<file path="src/sv/apsp_pkg.sv">
// Shared types, constants and helpers for the all-pairs shortest path engine.
package apsp_pkg;

  localparam int MAX_NODES_DEF = 64;
  localparam int KIND_W        = 2;
  localparam int NODE_W        = 6;
  localparam int WEIGHT_W      = 16;
  localparam int DIST_W        = 22;
  localparam int CNT_W         = 7;

  localparam logic [CNT_W-1:0] NODE_COUNT_RST = CNT_W'(64);

  localparam logic [DIST_W-1:0] DIST_MAX = {1'b0, {(DIST_W-1){1'b1}}};
  localparam logic [DIST_W-1:0] DIST_MIN = {1'b1, {(DIST_W-1){1'b0}}};

  typedef enum logic [KIND_W-1:0] {
    KIND_CLEAR = 2'd0,
    KIND_ADD   = 2'd1,
    KIND_RUN   = 2'd2,
    KIND_READ  = 2'd3
  } kind_t;

  typedef enum logic [3:0] {
    ST_CLEAR,
    ST_IDLE,
    ST_RD_ISSUE,
    ST_RD_WAIT,
    ST_COPY,
    ST_COPY_END,
    ST_LOAD,
    ST_ROW_IK,
    ST_ROW_GO,
    ST_RELAX,
    ST_ROUND_END,
    ST_RESP
  } state_t;

  // {unreachable, value}
  typedef logic [DIST_W:0]   dent_t;
  typedef logic [WEIGHT_W:0] eent_t;

  function automatic logic [DIST_W-1:0] sat_add(input logic [DIST_W-1:0] a,
                                                input logic [DIST_W-1:0] b);
    logic [DIST_W:0] s;
    s = {a[DIST_W-1], a} + {b[DIST_W-1], b};
    if (s[DIST_W] != s[DIST_W-1]) begin
      return s[DIST_W] ? DIST_MIN : DIST_MAX;
    end
    return s[DIST_W-1:0];
  endfunction

endpackage

</file>
<file path="src/sv/apsp_cell.sv">
// One cell of the pivot-row chain: holds one distance entry, takes its neighbor's on shift.
module apsp_cell import apsp_pkg::*; (
  input  logic  clk,
  input  logic  shift,
  input  dent_t d_in,
  output dent_t q
);

  always_ff @(posedge clk) begin
    if (shift) begin
      q <= d_in;
    end
  end

endmodule

</file>
<file path="config.mk">
export PLATFORM = sky130hd
export DESIGN_NAME = apsp_cell
export DESIGN_NICKNAME = d
export VERILOG_FILES = /design/src/sv/apsp_pkg.sv /design/src/sv/apsp_cell.sv
export SDC_FILE = /design/constraint.sdc
export NUM_CORES = 1
export LEC_CHECK = 0
export ABC_CLOCK_PERIOD_IN_PS = 800
export BUFFER_PORTS_ARGS = -buffer_cell sky130_fd_sc_hd__buf_2
export CORE_MARGIN = 2
export CORE_UTILIZATION = 35
export CTS_CLUSTER_DIAMETER = 200
export DETAILED_ROUTE_END_ITERATION = 8
export GPL_TIMING_DRIVEN = 0
export PLACE_DENSITY = 0.72
export SLEW_MARGIN = 20
export SYNTH_ARGS = -nofsm -noshare
export SYNTH_HDL_FRONTEND = slang
export SYNTH_SLANG_ARGS = --single-unit
</file>
<file path="constraint.sdc">
create_clock -name clk -period 0.8 [get_ports clk]
set_input_delay 0.08 -clock clk [delete_from_list [all_inputs] [get_ports clk]]
set_output_delay 0.08 -clock clk [all_outputs]
set_load 0.01 [all_outputs]
</file>
== Word level (Yosys, flattened, before mapping) ==
Index checks and enable logic that the tools add are counted.

* Register bits after elaboration: 23
* Word-level logic and storage cells: 1
* Input bits: 25
* Output and inout bits: 23

== Depth between registers and ports, before layout ==
Gate-level depths: netlist (run 1).

* Depth after elaboration: 0
* Gate-level depth with buffers: 0
* Mapped depth without buffers: 0

== Worst setup path after synthesis (run 1) ==
Ideal clock, no wire load.

* Path type: register to output
* Start point: reg q[0]
* End point: out q[0]
* Setup slack: 326 ps
* Data arrival time: 394 ps
* Stages on the path, launching flop included: 1
* Cell sequence: edfxtp_1

{| class="wikitable"
|+ RTL lines
! item !! RTL line !! RTL
|-
| start: declaration || apsp_cell.sv:6 || <nowiki>output dent_t q</nowiki>
|-
| start signal: assignment || apsp_cell.sv:11 || <nowiki>q <= d_in;</nowiki>
|}

No word-level cell between the ends.

== Worst setup path in the final report (run 1) ==
* Start point: reg q[1]
* End point: out q[1]

No word-level cell between the ends.

==> results.ini, run 1 <==
[power]
leakagePower_uw = 0.000524
pwr_density_cell_nw_per_um2 = 1850
vdd.ir_drop.worst_uv = 1380
finalPower_uw = 2250

[sta]
rsz0062_at_grt = yes
setup_viol = 23
min_period_ns = 0.938
tightest_slew_ns = 0.476
relSlewSlack_pct = 68.3
post-route-period-util_pct = 117
slew_violations = 0
max_freq_ghz = 1.07
finalHoldViolCount = 0
setup_tns_ns = -2.23
fin_ws_ns = -0.138

[synthesis]
synth_top_area_share_pct = 100
syn_area_per_cell_um2 = 30.0
synthTopCellsByArea = edfxtp_1 (100%)
syn_inst = 23
yosysWarnings = 0
seq_area_frac_synth_pct = 100
syn_area_um2 = 691
synth_nets = 48
synth.largest_area_cell = edfxtp_1
ys_types = 1
synth_seq_cells = 23

[status]
status = finished, violations left
violations = negative setup slack

[worst_setup_path]
max_stage_delay_ns = 0.41
cp.buffers_inverters = 1
endpoint = q[1]
cp_top_family = flip-flops
cp.required_ns = 0.72
cp.depth = 1
endpoint_kind = output port
crit_fanout = 1
cp-start-kind = register
criticalPathCategory = reg -> out
critPathLaunch = q[1]
arrival_ns = 0.86
path_cells = buf_2
slowest_stage = edfxtp_1

[cells_and_area]
fillers = 136
comb.multi_input.count = 0
fin_area_um2 = 1220
reg.largest.list = q: 23 flops
fin_nets = 123
drive_gt1_share_pct = 52.6
multi_input_area_um2 = 0
largest_reg_flops = 23
syn2layout_area_growth_pct = 76.3
stdcell_count = 124
n_antenna_cell = 0
largest-register = q

[drt]
via_count = 507
vias_per_cell = 4.09
drt-wirelength-per-cell_um = 11.4
ant_nets = 0
postRouteWirelength_mm = 1.42
route.detailed.drc = 0
dr.pass1.iters = 2
drt_iter0_markers = 2

[die]
initial_core_util_pct = 36.3
core_area_um2 = 1900
die_y_um = 48.4
die_area_um2 = 2340
io_pins = 48
num_rows = 16
die_w_um = 48.4

[placement]
dp.cells = 97
portBuffers = 47
dpl_cell_area_um2 = 960
gp_congestion = 0.670

[job]
drv_cap = 0

[clock_tree]
cts_root_buf = clkbuf_4
htree_levels = 1
cts_resized = 0
cts_tree = done
post_cts_buffers = 0
clkSlewWorstSetupHoldPaths_ns = 0.12
cts-buffers-inserted = 3
cts_buffer_depth = 2
cts_sinks = 23

[global_routing]
overflow = 0
grt_pass1_vias = 545
grt_max_degree = 24
grt_first_pass_wirelength_mm = 2.29
grt_usage_pct = 13.3
antenna_found_initial = 0

[hold_path]
hold_class = in -> reg
holdPathStages = 1

## how the worst min path moves through the flow
stage                        start     to  slack (ns)
after floorplan            d_in[0]   q[0]        0.18
after global placement    d_in[19]  q[19]        0.26
after detailed placement   d_in[7]   q[7]        0.26
after CTS                    shift  q[13]        0.26
after global routing         shift   q[6]        0.27
final                        shift   q[6]        0.26
## Yosys cell counts
master	number
edfxtp_1	23
## power by group
group	switching (µW)	total [µW]	leakage, µW	internal, µW
clock network	311	497	0.0000177	186
registers	20.4	1450	0.000225	1430
logic	129	302	0.000281	172
total	461	2250	0.000524	1790
## layer usage
metal  share of wire [%]  up-vias  track usage, %
li1                    -      240               -
met1                  38      229            13.2
met2                  51       38            24.5
met3                  11        0            5.25
met4                   0        0            5.71
met5                   0        -               0
## layout make-up
class,instances,area [µm²],area share [%]
sequential,23,691,56.7
timing repair buffer,70,465,38.2
tap,27,33.8,2.77
clock buffer,3,22.5,1.85
clock inverter,1,5.00,0.411
## through the flow
step | hold slack (ns) | setup slack (ns) | util [%]
after global routing | 0.273 | -0.177 | 64.0
after floorplan | 0.179 | 0.326 | -
after global placement | 0.257 | -0.0403 | 50.5
after CTS | 0.256 | -0.134 | 64.0
final | 0.259 | -0.138 | 64.0
after detailed placement | 0.258 | -0.0658 | 50.5
## timing repair
action,4_1_cts,5_1_grt
hold buffers,23,0
hold endpoints to repair,23,0
endpoints found under the setup margin,23,23
## cells by family after synthesis
group / share of synthesized area, %
flops: 100
## placed cells by master (no fill, tap or decap)
cell type	netlist	routed
edfxtp_1	23	23
dlygate4sd3_1	0	23
clkinv_2	0	1
buf_2	0	47
clkbuf_4	0	3
Power figures use the tool's default switching activity.
==> run 2: changes to the inputs <==
RECOVER_POWER = 50   (was default)
REMOVE_ABC_BUFFERS = 1   (was default)
==> results.ini, run 2 (same netlist as run 1, synthesis figures left out) <==
[worst_setup_path]
arrival_ns = 0.86
path_cells = buf_2
cp-start-kind = register
criticalPathCategory = reg -> out
endpoint_kind = output port
crit_fanout = 1
cp_top_family = flip-flops
slowest_stage = edfxtp_1
max_stage_delay_ns = 0.41
cp.required_ns = 0.72
cp.buffers_inverters = 1

[drt]
postRouteWirelength_mm = 1.42
vias_per_cell = 4.09
drt-wirelength-per-cell_um = 11.4
route.detailed.drc = 0
via_count = 507
drt_iter0_markers = 2
ant_nets = 0
dr.pass1.iters = 2

[cells_and_area]
fin_nets = 123
fillers = 136
largest_reg_flops = 23
final_core_util_pct = 64.0
drive_gt1_share_pct = 52.6
reg.largest.list = q: 23 flops
multi_input_area_um2 = 0
layout_common_cells = buf_2 (46), dlygate4sd3_1 (23), edfxtp_1 (23)
final_common_cell = buf_2
syn2layout_area_growth_pct = 76.3
largest-register = q
seqCellArea_um2 = 691
n_antenna_cell = 0
fin_area_um2 = 1220
comb.multi_input.count = 0

[sta]
min_period_ns = 0.938
setup_tns_ns = -2.23
finalHoldViolCount = 0
relSlewSlack_pct = 64.6
tightest_slew_ns = 0.531
max_freq_ghz = 1.07
fin_ws_ns = -0.138
slew_violations = 0
rsz0062_at_grt = yes
post-route-period-util_pct = 117
setup_viol = 23

[die]
core_area_um2 = 1900
die_y_um = 48.4
die_w_um = 48.4
die_area_um2 = 2340
io_pins = 48
num_rows = 16
initial_core_util_pct = 36.3

[clock_tree]
cts_sinks = 23
cts_resized = 0
post_cts_buffers = 0
htree_levels = 1
cts_tree = done
clkSlewWorstSetupHoldPaths_ns = 0.12
cts_buffer_depth = 2
cts-buffers-inserted = 3
cts_root_buf = clkbuf_4

[global_routing]
grt_usage_pct = 13.3
grt_pass1_vias = 545
grt_max_degree = 24
overflow = 0
grt_first_pass_wirelength_mm = 2.29
antenna_found_initial = 0

[hold_path]
hold_end = q[6]
hold_class = in -> reg
holdPathStages = 1
holdCritStartpoint = shift

[job]
drv_cap = 0

[placement]
portBuffers = 47
dpl_cell_area_um2 = 960
gp_congestion = 0.670

[power]
finalPower_uw = 2250
clkPwrFrac_pct = 22.1
vdd.ir_drop.worst_uv = 1380
pwr-share-comb_pct = 13.4
p_int_uw = 1790
switchingPower_uw = 460
p_seq_share_pct = 64.5
pwr_density_cell_nw_per_um2 = 1850
leakagePower_uw = 0.000524
swShare_pct = 20.5

[status]
violations = negative setup slack
status = finished, violations left

-- run 2: cell count changes in the layout (fill, tap and decap cells not counted) --
cell      before  now
buf_2         47   46
clkbuf_2       0    1
-- run 2: per-stage QoR --
stage | instances | hold slack (ns) | worst slack (ns)
global route | 124 | 0.415 | -0.177
floorplan | 23 | 0.179 | 0.326
global placement | 97 | 0.257 | -0.0403
finish | 124 | 0.374 | -0.138
detailed placement | 97 | 0.258 | -0.0658
CTS | 124 | 0.256 | -0.134
-- run 2: power by group through the flow --
stage / clock network [µW] / registers (µW) / logic [µW]
floorplan: 0 / 1540 / 0
global placement: 0 / 1470 / 213
detailed placement: 0 / 1480 / 216
CTS: 537 / 1450 / 301
global route: 566 / 1460 / 326
finish: 496 / 1450 / 302
-- run 2: what timing repair did --
action | in CTS | in global routing
endpoints found under the hold margin | 23 | 0
pin swaps | 0 | 0
endpoints found under the setup margin | 23 | 23
hold buffers | 23 | 0
cloned | 0 | 0
-- run 2: worst max-delay path by stage --
stage	from	to	slack [ns]	cells after the start
after floorplan	q[0]	q[0]	0.33	0
after global placement	shift	q[21]	-0.04	1
after detailed placement	shift	q[14]	-0.07	1
after CTS	q[1]	q[1]	-0.13	1
after global routing	q[1]	q[1]	-0.18	1
final	q[1]	q[1]	-0.14	1
-- run 2: final cells by class --
type,instances,area share [%]
clock buffers,3,1.85
clock inverters,1,0.411
flip-flops and latches,23,56.7
well taps,27,2.77
repair buffers,70,38.2
-- run 2: metal layers --
layer	vias up	share of wire [%]	track usage [%]	routed length, µm
li1	240	-	-	-
met1	229	38	13.2	538
met2	38	51	24.5	718
met3	0	11	5.25	159
met4	0	0	5.71	0
met5	-	0	0	0
==> run 3: changes to the inputs <==
GPL_TIMING_DRIVEN = default   (was 0)
==> results.ini, run 3 (same netlist as run 1, synthesis figures left out) <==
[worst_setup_path]
cp.required_ns = 0.72
cp-start-kind = register
arrival_ns = 0.83
cp_top_family = flip-flops
crit_fanout = 1
cp.buffers_inverters = 1
slowest_stage = edfxtp_1
endpoint_kind = output port
max_stage_delay_ns = 0.39
path_cells = buf_2
criticalPathCategory = reg -> out

[drt]
ant_nets = 0
dr.pass1.iters = 3
postRouteWirelength_mm = 1.43
drt-wirelength-per-cell_um = 11.3
drt_iter0_markers = 9
vias_per_cell = 4.08
via_count = 514
route.detailed.drc = 0

[cells_and_area]
multi_input_area_um2 = 0
drive_gt1_share_pct = 50.5
largest-register = q
largest_reg_flops = 23
comb.multi_input.count = 0
final_common_cell = buf_2
reg.largest.list = q: 23 flops
syn2layout_area_growth_pct = 77.2
fin_area_um2 = 1220
fin_nets = 125
fillers = 147
n_antenna_cell = 0
layout_common_cells = buf_2 (46), dlygate4sd3_1 (23), edfxtp_1 (23)

[clock_tree]
cts_root_buf = clkbuf_4
htree_levels = 1
cts-buffers-inserted = 3
cts_buffer_depth = 2
post_cts_buffers = 0
cts_sinks = 23
cts_tree = done
clkSlewWorstSetupHoldPaths_ns = 0.11

[sta]
min_period_ns = 0.909
setup_tns_ns = -2.11
relSlewSlack_pct = 69.5
finalHoldViolCount = 0
fin_ws_ns = -0.109
setup_viol = 23
slew_violations = 0
tightest_slew_ns = 0.458
max_freq_ghz = 1.10
rsz0062_at_grt = yes
post-route-period-util_pct = 114

[hold_path]
hold_class = in -> reg
holdPathStages = 2
holdCritStartpoint = shift
hold_end = q[5]

[placement]
dpl_cell_area_um2 = 987
gp_congestion = 0.671
portBuffers = 47

[power]
pwr-share-comb_pct = 13.6
p_int_uw = 1800
swShare_pct = 20.0
p_seq_share_pct = 64.6
clkPwrFrac_pct = 21.8
vdd.ir_drop.worst_uv = 1090
pwr_density_cell_nw_per_um2 = 1840
leakagePower_uw = 0.000524
switchingPower_uw = 450

[global_routing]
use_met2_pct = 23.1
use_met1_pct = 15.8
overflow = 0
grt_first_pass_wirelength_mm = 2.37
grt_usage_pct = 13.8
grt_use_met3_pct = 4.32
grt_pass1_vias = 533
grt_max_degree = 15
busiest_layer = met2
antenna_found_initial = 0

[status]
status = finished, violations left
violations = negative setup slack

[die]
initial_core_util_pct = 36.3
die_w_um = 48.4
die_y_um = 48.4
core_area_um2 = 1900
die_area_um2 = 2340
io_pins = 48
num_rows = 16

[job]
drv_cap = 0

[run 3: changes by cell type in the layout (fill, tap and decap cells not counted)]
cell | previous run | this run
clkbuf_1 | 0 | 3
clkinv_2 | 1 | 0
[run 3: layer usage]
| layer | vias to the layer above | part of all wire [%] | routed length [µm] |
|---|---|---|---|
| met1 | 230 | 43 | 609 |
| met2 | 38 | 47 | 668 |
| li1 | 244 | - | - |
| met4 | 0 | 0.63 | 9 |
| met5 | - | 0 | 0 |
| met3 | 2 | 9.7 | 139 |
[run 3: area by class of cell]
type                  instances  area, µm²  area share (%)
Tap cell                     27       33.8            2.76
Clock buffer                  4       26.3            2.15
Sequential cell              23        691            56.4
Timing Repair Buffer         72        473            38.7
[run 3: through the flow]
stage / worst slack (ns) / instances / hold slack (ns) / total power, µW / utilization [%]
after detailed placement: 0.123 / 99 / 0.258 / 1710 / 51.9
after floorplan: 0.326 / 23 / 0.179 / 1540 / -
after global placement: 0.134 / 99 / 0.257 / 1710 / 51.9
final: -0.109 / 126 / 0.324 / 2250 / 64.3
after CTS: -0.126 / 126 / 0.153 / 2290 / 65.4
after global routing: -0.173 / 126 / 0.347 / 2370 / 64.3
[run 3: what timing repair did]
| item | in CTS | in global routing |
|---|---|---|
| hold buffers | 23 | 0 |
| setup endpoints to repair | 23 | 23 |
| pin swaps | 0 | 0 |
| gates resized for setup | 0 | 0 |
| endpoints found under the hold margin | 23 | 0 |
[run 3: power by group through the flow]
stage          logic [µW]  registers [µW]  clock network, µW
4_1_cts               318            1450                518
3_5_place_dp          232            1480                  0
2_1_floorplan           0            1540                  0
6_report              305            1450                490
5_1_grt               328            1460                584
3_3_place_gp          229            1480                  0
[run 3: worst max path at each step]
stage               startpoint     to  slack, ns  cells past startpoint
floorplan                 q[0]   q[0]       0.33                      0
CTS                       q[1]   q[1]      -0.13                      1
global placement         shift  q[21]       0.13                      2
global route             q[14]  q[14]      -0.17                      1
finish                   q[15]  q[15]      -0.11                      1
detailed placement       shift  q[21]       0.12                      2
